===== src/hw/rtl/assert_macros.svh =====
// Assertion macros shared by the running gait trajectory RTL.
// Self-contained; synthesis builds see empty bodies.
`ifndef ASSERT_MACROS_SVH
`define ASSERT_MACROS_SVH

`ifndef SYNTHESIS
// Property must hold at every clock edge outside reset.
`define RGFT_ASSERT(lbl, clk, rst, prop) \
  lbl: assert property (@(posedge clk) disable iff (rst) prop) \
    else $error("rgft: property violated");
// Expression must never be true outside reset.
`define RGFT_NEVER(lbl, clk, rst, expr) \
  lbl: assert property (@(posedge clk) disable iff (rst) !(expr)) \
    else $error("rgft: forbidden condition seen");
`else
`define RGFT_ASSERT(lbl, clk, rst, prop)
`define RGFT_NEVER(lbl, clk, rst, expr)
`endif

`endif


===== src/hw/rtl/rgft_pkg.sv =====
// Shared constants, types and the quarter-wave sine table for the
// running gait foot trajectory block. No dependencies.
`default_nettype none

package rgft_pkg;

  localparam int LEG_COUNT   = 6;
  localparam int LEG_W       = 3;
  localparam int PHASE_W     = 16;
  localparam int FRAC_W      = 16;
  localparam int LEN_W       = 15;
  localparam int STEP_W      = 16;
  localparam int NUM_W       = 16;
  localparam int PROD_W      = 30;
  localparam int QUO_W       = LEN_W;
  localparam int ANG_W       = 10;
  localparam int ANG_REM_W   = LEN_W + ANG_W;
  localparam int SINE_W      = 15;
  localparam int ADDR_W      = 4;
  localparam int DATA_W      = 32;
  localparam int REG_IDX_W   = 2;

  localparam logic [FRAC_W-1:0] HALF_TURN = 16'h8000;

  // register map, index = paddr / 4
  localparam logic [REG_IDX_W-1:0] REG_FLIGHT = 2'd0;
  localparam logic [REG_IDX_W-1:0] REG_STEP   = 2'd1;
  localparam logic [REG_IDX_W-1:0] REG_LIFT   = 2'd2;
  localparam logic [REG_IDX_W-1:0] REG_MASK   = 2'd3;

  localparam logic [FRAC_W-1:0]    FLIGHT_RESET = 16'd4915;
  localparam logic [LEN_W-1:0]     STEP_RESET   = 15'd0;
  localparam logic [LEN_W-1:0]     LIFT_RESET   = 15'd0;
  localparam logic [LEG_COUNT-1:0] MASK_RESET   = LEG_COUNT'(21);

  localparam logic [SINE_W-1:0] SINE_PEAK = 15'd32767;

  localparam logic [SINE_W-1:0] QUARTER_SINE [17] = '{
    15'd0,     15'd3212,  15'd6393,  15'd9512,  15'd12539, 15'd15446,
    15'd18204, 15'd20787, 15'd23170, 15'd25329, 15'd27245, 15'd28898,
    15'd30273, 15'd31356, 15'd32137, 15'd32609, 15'd32767
  };

  // word carried through the divider stages
  typedef struct packed {
    logic                 flight;
    logic                 neg;
    logic [NUM_W-1:0]     den;
    logic [PROD_W-1:0]    rem_s;
    logic [QUO_W-1:0]     quo_s;
    logic [FRAC_W-1:0]    fl;
    logic [ANG_REM_W-1:0] rem_a;
    logic [ANG_W-1:0]     quo_a;
  } div_t;

endpackage

`default_nettype wire


===== src/hw/rtl/rgft_front.sv =====
// Front end: leg grouping, phase decode, ramp operands and the step product.
// Two register stages; depends on rgft_pkg.
`default_nettype none

module rgft_front (
  input  wire logic                              clk,
  input  wire logic                              rst,
  input  wire logic                              en,
  input  wire logic                              query_valid,
  input  wire logic [rgft_pkg::LEG_W-1:0]        leg_index,
  input  wire logic [rgft_pkg::PHASE_W-1:0]      gait_phase,
  input  wire logic [rgft_pkg::FRAC_W-1:0]       flight_share,
  input  wire logic [rgft_pkg::LEN_W-1:0]        step_length,
  input  wire logic [rgft_pkg::LEG_COUNT-1:0]    group_a_mask,
  output logic                                   div_valid,
  output rgft_pkg::div_t                         div_word
);

  typedef struct packed {
    logic                           flight;
    logic                           neg;
    logic [rgft_pkg::NUM_W-1:0]     mag;
    logic [rgft_pkg::NUM_W-1:0]     den;
    logic [rgft_pkg::LEN_W-1:0]     u;
    logic [rgft_pkg::FRAC_W-1:0]    fl;
  } dec_t;

  logic                           in_a;
  logic [rgft_pkg::PHASE_W-1:0]   hp;
  logic [rgft_pkg::LEN_W-1:0]     local_ph;
  logic [rgft_pkg::FRAC_W-1:0]    fl_sat;
  logic [rgft_pkg::FRAC_W-1:0]    sup_end;
  logic [rgft_pkg::NUM_W-1:0]     twice_l;
  logic [rgft_pkg::LEN_W-1:0]     u_val;
  logic [rgft_pkg::NUM_W-1:0]     op_a;
  logic [rgft_pkg::NUM_W-1:0]     op_b;
  dec_t                           dec_next;
  dec_t                           dec;
  logic                           dec_valid;
  logic [rgft_pkg::PROD_W:0]      prod;
  rgft_pkg::div_t                 div_next;

  // legs past the count are never in group A
  always_comb begin
    in_a = 1'b0;
    for (int i = 0; i < rgft_pkg::LEG_COUNT; i++) begin
      if (leg_index == rgft_pkg::LEG_W'(i)) in_a = group_a_mask[i];
    end
  end

  always_comb begin
    hp       = in_a ? gait_phase : {~gait_phase[15], gait_phase[14:0]};
    local_ph = hp[14:0];
    fl_sat   = (flight_share > rgft_pkg::HALF_TURN) ? rgft_pkg::HALF_TURN
                                                     : flight_share;
    sup_end  = rgft_pkg::HALF_TURN - fl_sat;
    twice_l  = {local_ph, 1'b0};
    u_val    = rgft_pkg::LEN_W'({1'b0, local_ph} - sup_end);
    dec_next.u  = u_val;
    dec_next.fl = fl_sat;
    priority if (hp[15]) begin
      op_a            = rgft_pkg::HALF_TURN;
      op_b            = twice_l;
      dec_next.den    = rgft_pkg::HALF_TURN;
      dec_next.flight = 1'b0;
    end else if ({1'b0, local_ph} < sup_end) begin
      op_a            = sup_end;
      op_b            = twice_l;
      dec_next.den    = sup_end;
      dec_next.flight = 1'b0;
    end else begin
      op_a            = {u_val, 1'b0};
      op_b            = fl_sat;
      dec_next.den    = fl_sat;
      dec_next.flight = 1'b1;
    end
    dec_next.neg = op_a < op_b;
    dec_next.mag = dec_next.neg ? (op_b - op_a) : (op_a - op_b);
  end

  always_ff @(posedge clk) begin
    if (rst) begin
      dec_valid <= 1'b0;
      div_valid <= 1'b0;
    end else if (en) begin
      dec_valid <= query_valid;
      div_valid <= dec_valid;
    end
  end

  always_comb begin
    prod           = (rgft_pkg::PROD_W + 1)'(dec.mag) * (rgft_pkg::PROD_W + 1)'(step_length);
    div_next.flight = dec.flight;
    div_next.neg    = dec.neg;
    div_next.den    = dec.den;
    div_next.rem_s  = prod[rgft_pkg::PROD_W-1:0];
    div_next.quo_s  = '0;
    div_next.fl     = dec.fl;
    div_next.rem_a  = {dec.u, {rgft_pkg::ANG_W{1'b0}}};
    div_next.quo_a  = '0;
  end

  always_ff @(posedge clk) begin
    if (en) begin
      dec      <= dec_next;
      div_word <= div_next;
    end
  end

endmodule

`default_nettype wire


===== src/hw/rtl/rgft_divider.sv =====
// Pipelined restoring divider: one quotient bit per stage for the step ramp,
// the sine angle quotient rides along in the low stages. Depends on rgft_pkg.
`default_nettype none

module rgft_divider (
  input  wire logic           clk,
  input  wire logic           rst,
  input  wire logic           en,
  input  wire logic           in_valid_s,
  input  wire rgft_pkg::div_t in_word,
  output logic                out_valid_s,
  output rgft_pkg::div_t      out_word
);

  logic           stage_v [0:rgft_pkg::QUO_W];
  rgft_pkg::div_t stage_d [0:rgft_pkg::QUO_W];

  assign stage_v[0] = in_valid_s;
  assign stage_d[0] = in_word;

  for (genvar j = 0; j < rgft_pkg::QUO_W; j++) begin : g_stage
    localparam int K = rgft_pkg::QUO_W - 1 - j;

    logic [rgft_pkg::PROD_W-1:0] ds;
    logic                        take_s;
    rgft_pkg::div_t              nd;

    always_comb begin
      nd     = stage_d[j];
      ds     = rgft_pkg::PROD_W'(stage_d[j].den) << K;
      take_s = stage_d[j].rem_s >= ds;
      if (take_s) nd.rem_s = stage_d[j].rem_s - ds;
      nd.quo_s[K] = take_s;
    end

    if (K < rgft_pkg::ANG_W) begin : g_ang
      logic [rgft_pkg::ANG_REM_W-1:0] da;
      logic                           take_a;
      rgft_pkg::div_t                 na;

      always_comb begin
        na     = nd;
        da     = rgft_pkg::ANG_REM_W'(stage_d[j].fl) << K;
        take_a = stage_d[j].rem_a >= da;
        if (take_a) na.rem_a = stage_d[j].rem_a - da;
        na.quo_a[K] = take_a;
      end

      always_ff @(posedge clk) begin
        if (en) stage_d[j+1] <= na;
      end
    end else begin : g_step_only
      always_ff @(posedge clk) begin
        if (en) stage_d[j+1] <= nd;
      end
    end

    always_ff @(posedge clk) begin
      if (rst) begin
        stage_v[j+1] <= 1'b0;
      end else if (en) begin
        stage_v[j+1] <= stage_v[j];
      end
    end
  end

  assign out_valid_s = stage_v[rgft_pkg::QUO_W];
  assign out_word    = stage_d[rgft_pkg::QUO_W];

endmodule

`default_nettype wire


===== src/hw/rtl/rgft_lift.sv =====
// Back end: signed step, interpolated half-wave sine and the lift product.
// Two register stages; depends on rgft_pkg for the sine table.
`default_nettype none

module rgft_lift (
  input  wire logic                              clk,
  input  wire logic                              rst,
  input  wire logic                              en,
  input  wire logic                              div_valid,
  input  wire rgft_pkg::div_t                    div_word,
  input  wire logic [rgft_pkg::LEN_W-1:0]        lift_height,
  output logic                                   traj_valid,
  output logic signed [rgft_pkg::STEP_W-1:0]     traj_step,
  output logic [rgft_pkg::LEN_W-1:0]             traj_lift
);

  logic [rgft_pkg::ANG_W-1:0]              q_ang;
  logic [3:0]                              idx;
  logic [4:0]                              frac;
  logic [rgft_pkg::SINE_W-1:0]             lo;
  logic [rgft_pkg::SINE_W-1:0]             hi;
  logic [rgft_pkg::SINE_W+4:0]             interp;
  logic [rgft_pkg::SINE_W-1:0]             sine_next;
  logic [rgft_pkg::STEP_W-1:0]             step_next;
  logic                                    sine_valid;
  logic [rgft_pkg::SINE_W-1:0]             sine;
  logic                                    flight;
  logic [rgft_pkg::STEP_W-1:0]             step_mid;
  logic [2*rgft_pkg::LEN_W-1:0]            lift_prod;

  always_comb begin
    // fold the half wave onto the quarter table
    q_ang  = div_word.quo_a[rgft_pkg::ANG_W-1]
           ? rgft_pkg::ANG_W'(11'd1024 - {1'b0, div_word.quo_a})
           : div_word.quo_a;
    idx    = q_ang[8:5];
    frac   = q_ang[4:0];
    lo     = rgft_pkg::QUARTER_SINE[idx];
    hi     = rgft_pkg::QUARTER_SINE[5'({1'b0, idx} + 5'd1)];
    interp = (rgft_pkg::SINE_W + 5)'(hi - lo) * (rgft_pkg::SINE_W + 5)'(frac);
    sine_next = q_ang[9] ? rgft_pkg::SINE_PEAK
                         : rgft_pkg::SINE_W'(lo + interp[rgft_pkg::SINE_W+4:5]);
    step_next = {1'b0, div_word.quo_s};
    if (div_word.neg) step_next = ~step_next + 1'b1;
  end

  assign lift_prod = (2 * rgft_pkg::LEN_W)'(lift_height) * (2 * rgft_pkg::LEN_W)'(sine);

  always_ff @(posedge clk) begin
    if (rst) begin
      sine_valid <= 1'b0;
      traj_valid <= 1'b0;
    end else if (en) begin
      sine_valid <= div_valid;
      traj_valid <= sine_valid;
    end
  end

  always_ff @(posedge clk) begin
    if (en) begin
      sine      <= sine_next;
      flight    <= div_word.flight;
      step_mid  <= step_next;
      traj_step <= signed'(step_mid);
      traj_lift <= flight ? lift_prod[2*rgft_pkg::LEN_W-1:rgft_pkg::LEN_W] : '0;
    end
  end

endmodule

`default_nettype wire


===== src/hw/rtl/running_gait_foot_trajectory.sv =====
// Top level: APB register file, the trajectory pipeline and the output buffer.
// Depends on rgft_pkg, rgft_front, rgft_divider, rgft_lift, assert_macros.svh.
//
// Running gait foot trajectory. Give a leg index and a gait phase on the
// query channel and get that leg's signed step offset and lift height on the
// result channel. The block takes one query word per clock while query_ready
// is high; each query passes through two front stages, the first loading at
// the edge that accepts it, a 15-stage divider that retires one quotient bit
// per stage, two sine/lift stages, then the output register. The whole pipeline
// holds while the output register and its skid stage are both full, so
// query_ready only drops under back-pressure.
// Registers (byte address = 4 * index): 0 flight_share, 1 step_length,
// 2 lift_height, 3 group_a_mask. Write them only while no query is in flight.
`default_nettype none
`include "assert_macros.svh"

module running_gait_foot_trajectory (
  input  wire logic                                 clk,
  input  wire logic                                 rst,
  input  wire logic                                 psel,
  input  wire logic                                 penable,
  input  wire logic                                 pwrite,
  input  wire logic [rgft_pkg::ADDR_W-1:0]          paddr,
  input  wire logic [rgft_pkg::DATA_W-1:0]          pwdata,
  output logic [rgft_pkg::DATA_W-1:0]               prdata,
  output logic                                      pready,
  input  wire logic                                 query_valid,
  output logic                                      query_ready,
  input  wire logic [rgft_pkg::LEG_W-1:0]           leg_index,
  input  wire logic [rgft_pkg::PHASE_W-1:0]         gait_phase,
  output logic                                      result_valid,
  input  wire logic                                 result_ready,
  output logic signed [rgft_pkg::STEP_W-1:0]        step_offset,
  output logic [rgft_pkg::LEN_W-1:0]                lift_offset
);

  logic [rgft_pkg::FRAC_W-1:0]       flight_share;
  logic [rgft_pkg::LEN_W-1:0]        step_length;
  logic [rgft_pkg::LEN_W-1:0]        lift_height;
  logic [rgft_pkg::LEG_COUNT-1:0]    group_a_mask;
  logic [rgft_pkg::REG_IDX_W-1:0]    reg_idx;
  logic                              cfg_write;

  logic                              en;
  logic                              div_in_valid;
  rgft_pkg::div_t                    div_in_word;
  logic                              div_out_valid;
  rgft_pkg::div_t                    div_out_word;
  logic                              traj_valid;
  logic signed [rgft_pkg::STEP_W-1:0] traj_step;
  logic [rgft_pkg::LEN_W-1:0]        traj_lift;
  logic                              traj_fire;

  logic                              skid_valid;
  logic signed [rgft_pkg::STEP_W-1:0] skid_step;
  logic [rgft_pkg::LEN_W-1:0]        skid_lift;
  logic signed [rgft_pkg::STEP_W-1:0] step_limit;
  logic                              out_stalled;
  logic                              step_ok;

  assign pready    = 1'b1;
  assign reg_idx   = paddr[rgft_pkg::ADDR_W-1:2];
  assign cfg_write = psel && penable && pwrite && pready;

  always_ff @(posedge clk) begin
    if (rst) begin
      flight_share <= rgft_pkg::FLIGHT_RESET;
      step_length  <= rgft_pkg::STEP_RESET;
      lift_height  <= rgft_pkg::LIFT_RESET;
      group_a_mask <= rgft_pkg::MASK_RESET;
    end else if (cfg_write) begin
      unique case (reg_idx)
        rgft_pkg::REG_FLIGHT: flight_share <= pwdata[rgft_pkg::FRAC_W-1:0];
        rgft_pkg::REG_STEP:   step_length  <= pwdata[rgft_pkg::LEN_W-1:0];
        rgft_pkg::REG_LIFT:   lift_height  <= pwdata[rgft_pkg::LEN_W-1:0];
        rgft_pkg::REG_MASK:   group_a_mask <= pwdata[rgft_pkg::LEG_COUNT-1:0];
      endcase
    end
  end

  always_comb begin
    unique case (reg_idx)
      rgft_pkg::REG_FLIGHT: prdata = rgft_pkg::DATA_W'(flight_share);
      rgft_pkg::REG_STEP:   prdata = rgft_pkg::DATA_W'(step_length);
      rgft_pkg::REG_LIFT:   prdata = rgft_pkg::DATA_W'(lift_height);
      rgft_pkg::REG_MASK:   prdata = rgft_pkg::DATA_W'(group_a_mask);
    endcase
  end

  // advance the whole pipeline unless the skid stage holds a word
  assign en          = !skid_valid;
  assign query_ready = en;

  rgft_front u_front (
    .clk             (clk),
    .rst             (rst),
    .en              (en),
    .query_valid     (query_valid),
    .leg_index       (leg_index),
    .gait_phase      (gait_phase),
    .flight_share    (flight_share),
    .step_length     (step_length),
    .group_a_mask    (group_a_mask),
    .div_valid       (div_in_valid),
    .div_word        (div_in_word)
  );

  rgft_divider u_divider (
    .clk         (clk),
    .rst         (rst),
    .en          (en),
    .in_valid_s  (div_in_valid),
    .in_word     (div_in_word),
    .out_valid_s (div_out_valid),
    .out_word    (div_out_word)
  );

  rgft_lift u_lift (
    .clk         (clk),
    .rst         (rst),
    .en          (en),
    .div_valid   (div_out_valid),
    .div_word    (div_out_word),
    .lift_height (lift_height),
    .traj_valid  (traj_valid),
    .traj_step   (traj_step),
    .traj_lift   (traj_lift)
  );

  assign traj_fire = en && traj_valid;

  always_ff @(posedge clk) begin
    if (rst) begin
      result_valid <= 1'b0;
      skid_valid   <= 1'b0;
    end else if (!result_valid || result_ready) begin
      // output register frees up: drain skid first
      if (skid_valid) begin
        result_valid <= 1'b1;
        skid_valid   <= 1'b0;
      end else begin
        result_valid <= traj_fire;
      end
    end else if (traj_fire) begin
      skid_valid <= 1'b1;
    end
  end

  always_ff @(posedge clk) begin
    if (!result_valid || result_ready) begin
      if (skid_valid) begin
        step_offset <= skid_step;
        lift_offset <= skid_lift;
      end else begin
        step_offset <= traj_step;
        lift_offset <= traj_lift;
      end
    end else if (traj_fire) begin
      skid_step <= traj_step;
      skid_lift <= traj_lift;
    end
  end

  assign step_limit  = signed'({1'b0, step_length});
  assign out_stalled = result_valid && !result_ready;
  assign step_ok     = (step_offset <= step_limit) && (step_offset >= -step_limit);

  `RGFT_ASSERT(a_skid_behind_out, clk, rst, skid_valid |-> result_valid)
  `RGFT_ASSERT(a_skid_fill_on_stall, clk, rst, $rose(skid_valid) |-> $past(out_stalled))
  `RGFT_ASSERT(a_step_in_range, clk, rst, result_valid |-> step_ok)
  `RGFT_NEVER(a_lift_over_peak, clk, rst, result_valid && (lift_offset > lift_height))

endmodule

`default_nettype wire

===== config.mk =====
export PLATFORM = sky130hd
export DESIGN_NAME = running_gait_foot_trajectory
export DESIGN_NICKNAME = d
export VERILOG_FILES = /design/src/hw/rtl/rgft_pkg.sv /design/src/hw/rtl/rgft_front.sv /design/src/hw/rtl/rgft_divider.sv /design/src/hw/rtl/rgft_lift.sv /design/src/hw/rtl/running_gait_foot_trajectory.sv
export VERILOG_INCLUDE_DIRS = /design/src /design/src/hw/rtl
export SDC_FILE = /design/constraint.sdc
export NUM_CORES = 2
export LEC_CHECK = 0
export BUFFER_PORTS_ARGS = -buffer_cell sky130_fd_sc_hd__buf_4
export CAP_MARGIN = 20
export CORE_UTILIZATION = 60
export CTS_BUF_LIST = sky130_fd_sc_hd__clkbuf_4 sky130_fd_sc_hd__clkbuf_8
export DETAILED_ROUTE_END_ITERATION = 12
export GPL_TIMING_DRIVEN = 0
export PLACE_DENSITY = 0.75
export RECOVER_POWER = 50
export SYNTH_ARGS = -nofsm -noshare
export SYNTH_HDL_FRONTEND = slang
export SYNTH_HIERARCHICAL = 1
export SYNTH_SLANG_ARGS = --single-unit

===== constraint.sdc =====
create_clock -name clk -period 70.8 [get_ports clk]
set_clock_uncertainty 0.05 [all_clocks]
set_input_delay 7.08 -clock clk [delete_from_list [all_inputs] [get_ports clk]]
set_output_delay 7.08 -clock clk [all_outputs]
set_load 0.01 [all_outputs]

* After elaboration in Yosys (flattened, before gate mapping)
Memories as Yosys holds them, arrays and structs flattened.
Index checks and enable logic that the tools add are counted.
** Cells by class
- Add/sub/neg operators :: 32
- Multiply operators :: 3
- Order comparisons :: 30
- Eq/ne operators :: 8
- Mux-type cells :: 48
- Bitwise operators :: 5
- Reduce and logical (&&, ||, !) cells :: 14
** Operator list (number)
- $mux 30 :: 14
- $mux 25 :: 9
- $mux 16 :: 9
- $pmux 32 s4 :: 1
- $mux 15 :: 6
- $sub 16x16->16 :: 2
- $ge 30x16->1 :: 1
- $ge 30x17->1 :: 1
- $ge 30x18->1 :: 1
- $ge 30x19->1 :: 1
- $ge 30x20->1 :: 1
- $ge 30x21->1 :: 1
- $ge 30x22->1 :: 1
- $ge 30x23->1 :: 1
- $ge 30x24->1 :: 1
- $ge 30x25->1 :: 1
- $ge 30x26->1 :: 1
- $ge 30x27->1 :: 1
- $ge 30x28->1 :: 1
- $ge 30x29->1 :: 1
- $ge 30x30->1 :: 1
- $mul 15x15->30 :: 1
- $mul 16x15->30 :: 1
- $sub 30x17->30 :: 1
- 63 further kinds :: 81
** Word-level totals
- Flip-flop bits (word level) :: 1715
- Memory bits (read-only) :: 960
- Input port bits :: 62
- Output and inout port bits :: 66
- Word-level logic and storage cells :: 301
- Memories :: 2
** Memories
- (name not given) :: words 32, width 15, read ports 1, clocked after memory_dff 0, wr ports 0, RTL line rgft_lift.sv:39 : hi = rgft_pkg::QUARTER_SINE[5'({1'b0, idx} + 5'd1)];
- (name not given) :: words 32, width 15, read ports 1, clocked after memory_dff 0, wr ports 0, RTL line rgft_lift.sv:38 : lo = rgft_pkg::QUARTER_SINE[idx];

* Longest topological paths before layout
- Depth in word-level cells :: 13
- Mapped depth :: 49
- Depth with buffers taken out :: 45

* Hierarchy
The synthesis kept the hierarchy.
** By module, submodules not included
- rgft_divider :: instances 1, cells each 5948, area an instance 74393.8 um2, sequential area each 45643.8 um2
- rgft_front :: instances 1, cells each 1547, area an instance 15711.3 um2, sequential area each 4364.2 um2
- rgft_lift :: instances 1, cells each 1610, area an instance 14266.2 um2, sequential area each 1931.9 um2
- running_gait_foot_trajectory :: instances 1, cells each 368, area an instance 4932.2 um2, sequential area each 2942.8 um2

* Worst setup path after synthesis
No wires, ideal clock.
- Kind :: register to output
- From :: register skid_valid
- To :: output port query_ready
- Arrival :: 33840 ps
- Required time :: 63670 ps
- Path slack :: 29830 ps
- Cell stages (with the launch flop) :: 4
- Path buffers :: 2
- Path through :: dfxtp_1 -> buf_2 -> buf_2 -> inv_1
** Between the ends
- Longest elaborated chain between the ends :: 1
** Ends and longest elaborated chain
- start, declared :: RTL line running_gait_foot_trajectory.sv:54 : logic skid_valid;
- start signal, assigned :: RTL line running_gait_foot_trajectory.sv:135 : skid_valid <= 1'b0;
- start signal, assigned :: RTL line running_gait_foot_trajectory.sv:140 : skid_valid <= 1'b0;
- start signal, assigned :: RTL line running_gait_foot_trajectory.sv:145 : skid_valid <= 1'b1;
- $logic_not 1->1 :: RTL line running_gait_foot_trajectory.sv:91 : assign en = !skid_valid;
- end, declared :: RTL line running_gait_foot_trajectory.sv:28 : output logic query_ready,
No other way between the ends.

* Worst setup path after layout
Ends and elaborated chain as after synthesis.

==> results.cfg <==
[timing]
slew_headroom_pct = -384
tns_ns = 0
worst_pin_slew_ns = 7.26
hold_viol = 0
fmax_mhz = 46.1
drv_slew = 961
rsz0062_at_grt = no
fin_crit_ns = 21.71
setup_viol_count_final = 0
post-route-period-util_pct = 30.7

[global_route]
grt_overflow_total = 0
grt_pass1_wl_mm = 367
antenna_found_initial = 3
grt_max_degree = 155
grt_use_total_pct = 26.7
grt_pass1_vias = 68800

[critical_path]
cp_top_family = buffers and inverters
arrival_ns = 14.58
start_kind = flop
critPathKind = reg2out
cp_slowest_cell = clkbuf_1
crit_chain = clkbuf_1 > clkbuf_1 > clkinvlp_2 > clkbuf_1 > clkbuf_1 > buf_16 > buf_16 > buf_4
slowest_delay_ns = 4.90
critPathMaxFanout = 154
worst-path-buf-inv = 8
crit_path_end_kind = output port
cp.required_ns = 63.67
critPathMostFrequentCell = clkbuf_1

[finish]
area_growth_pct = 8.95
final_common_cell = edfxtp_1
layout_common_cells = 1692 x edfxtp_1, 1023 x inv_1, 821 x nand2_1, 702 x ha_1, 480 x nor2_1
fin_nets = 10700
fillCellCount = 12900
drive_gt1_share_pct = 8.98

[synthesis]
syn_area_sq_um = 104000
synth_warnings = 6
synth_area_per_cell_sq_um = 11.6
synthCells = 9033

[clock_network]
cts_hold_buf = 0
cts_buffers = 301
cts_tree = yes
clock_latency_ns = 1.02
cts_setup_buffers = 0
ctsLongestPathBuffers = 4
cts.htree.levels = 5
ctsResizeCount = 0
path_clk_slew_ns = 0.06
clock-root-buffer = clkbuf_8
cts_sinks = 1765

[run_status]
violations = max-capacitance violations, max-slew violations
status = complete, but fails checks

[floorplan]
coreArea_sq_um = 172000
num_io_pins = 128
chipHeight_um = 419
die_w_um = 419
rows = 152
initial_core_util_pct = 60.6
dieArea_sq_um = 176000

[drt]
vias = 68300
wire_per_inst_um = 19.5
firstDrtPassIters = 6
wirelength_mm = 233
drc_errors = 0
ant_nets = 0
routed_via_density = 5.71
drt_iter0_drc = 4877

[placement]
dp_hpwl_mm = 180
port_buffers = 91
routabilityCongestion = 0.973

[run]
max-cap-violations = 8

[hold_path]
min_path_type = reg2reg
-- flip-flops by register name, summed over array words and instances (netlist names), 16 cells and up --
name	count
u_divider/g_stage.nd	432
u_divider/stage_d	420
u_divider/g_stage.ds	224
u_divider/g_stage.g_ang.da	160
u_divider/g_stage.g_ang.na	160
u_front/div_word	79
u_front/dec	65
u_divider/out_word	27
flight_share	16
skid_step	16
step_offset	16
u_lift/step_mid	16
u_lift/traj_step	16
-- worst reg2reg max path: stages (launching register included) --
cell        delay, ns
dfxtp_1          0.29
clkbuf_1         0.41
clkbuf_1         0.51
clkinvlp_2       1.97
clkbuf_1         4.91
clkbuf_1         4.02
buf_16           0.47
buf_16           0.63
-- final timing paths --
check,slack (ns),to,start,depth (start not counted)
setup / recovery,49.09,query_ready,skid_valid,8
hold / removal,0.33,u_divider/g_stage[3].nd[47],u_divider/g_stage[2].nd[47],0
setup reg to reg,57.04,u_divider/stage_d[1576],skid_valid,7
hold reg to reg,0.33,u_divider/g_stage[3].nd[47],u_divider/g_stage[2].nd[47],0
-- stage by stage --
step                      instances  instance area [sq um]  setup slack (ns)  hold WS, ns  util [%]
after floorplan                9057                 104000             31.50        0.350         -
after global placement        11500                 108000             19.06        0.351      62.8
after detailed placement      11500                 108000             55.34        0.355      63.0
after CTS                     12000                 114000             55.34        0.322      66.2
after global routing          12000                 114000             47.32        0.347      66.1
final                         12000                 114000             49.09        0.326      66.1
-- metal layers --
metal	wire, um	vias to the layer above	global-route usage, %
met5	0	-	0
met4	11900	0	13.8
met3	12500	565	4.15
met2	114000	2063	45.9
met1	94400	33000	32.4
li1	-	32700	-
-- layout make-up --
class                           instances  area, sq um  share of cell area [%]
Clock inverter                        103          657                   0.578
Antenna cell                            1         2.50                 0.00220
Sequential cell                      1765        52300                    46.0
Clock buffer                          389         4830                    4.25
Inverter                             1034         3880                    3.41
Timing Repair Buffer                  110          925                   0.813
Buffer                                296         1390                    1.22
Multi-Input combinational cell       5962        46900                    41.2
Tap cell                             2310         2890                    2.54
Power is left out: the tool's default activity adds up to more than one toggle a clock period on the data nets, which glitch-free logic cannot reach.
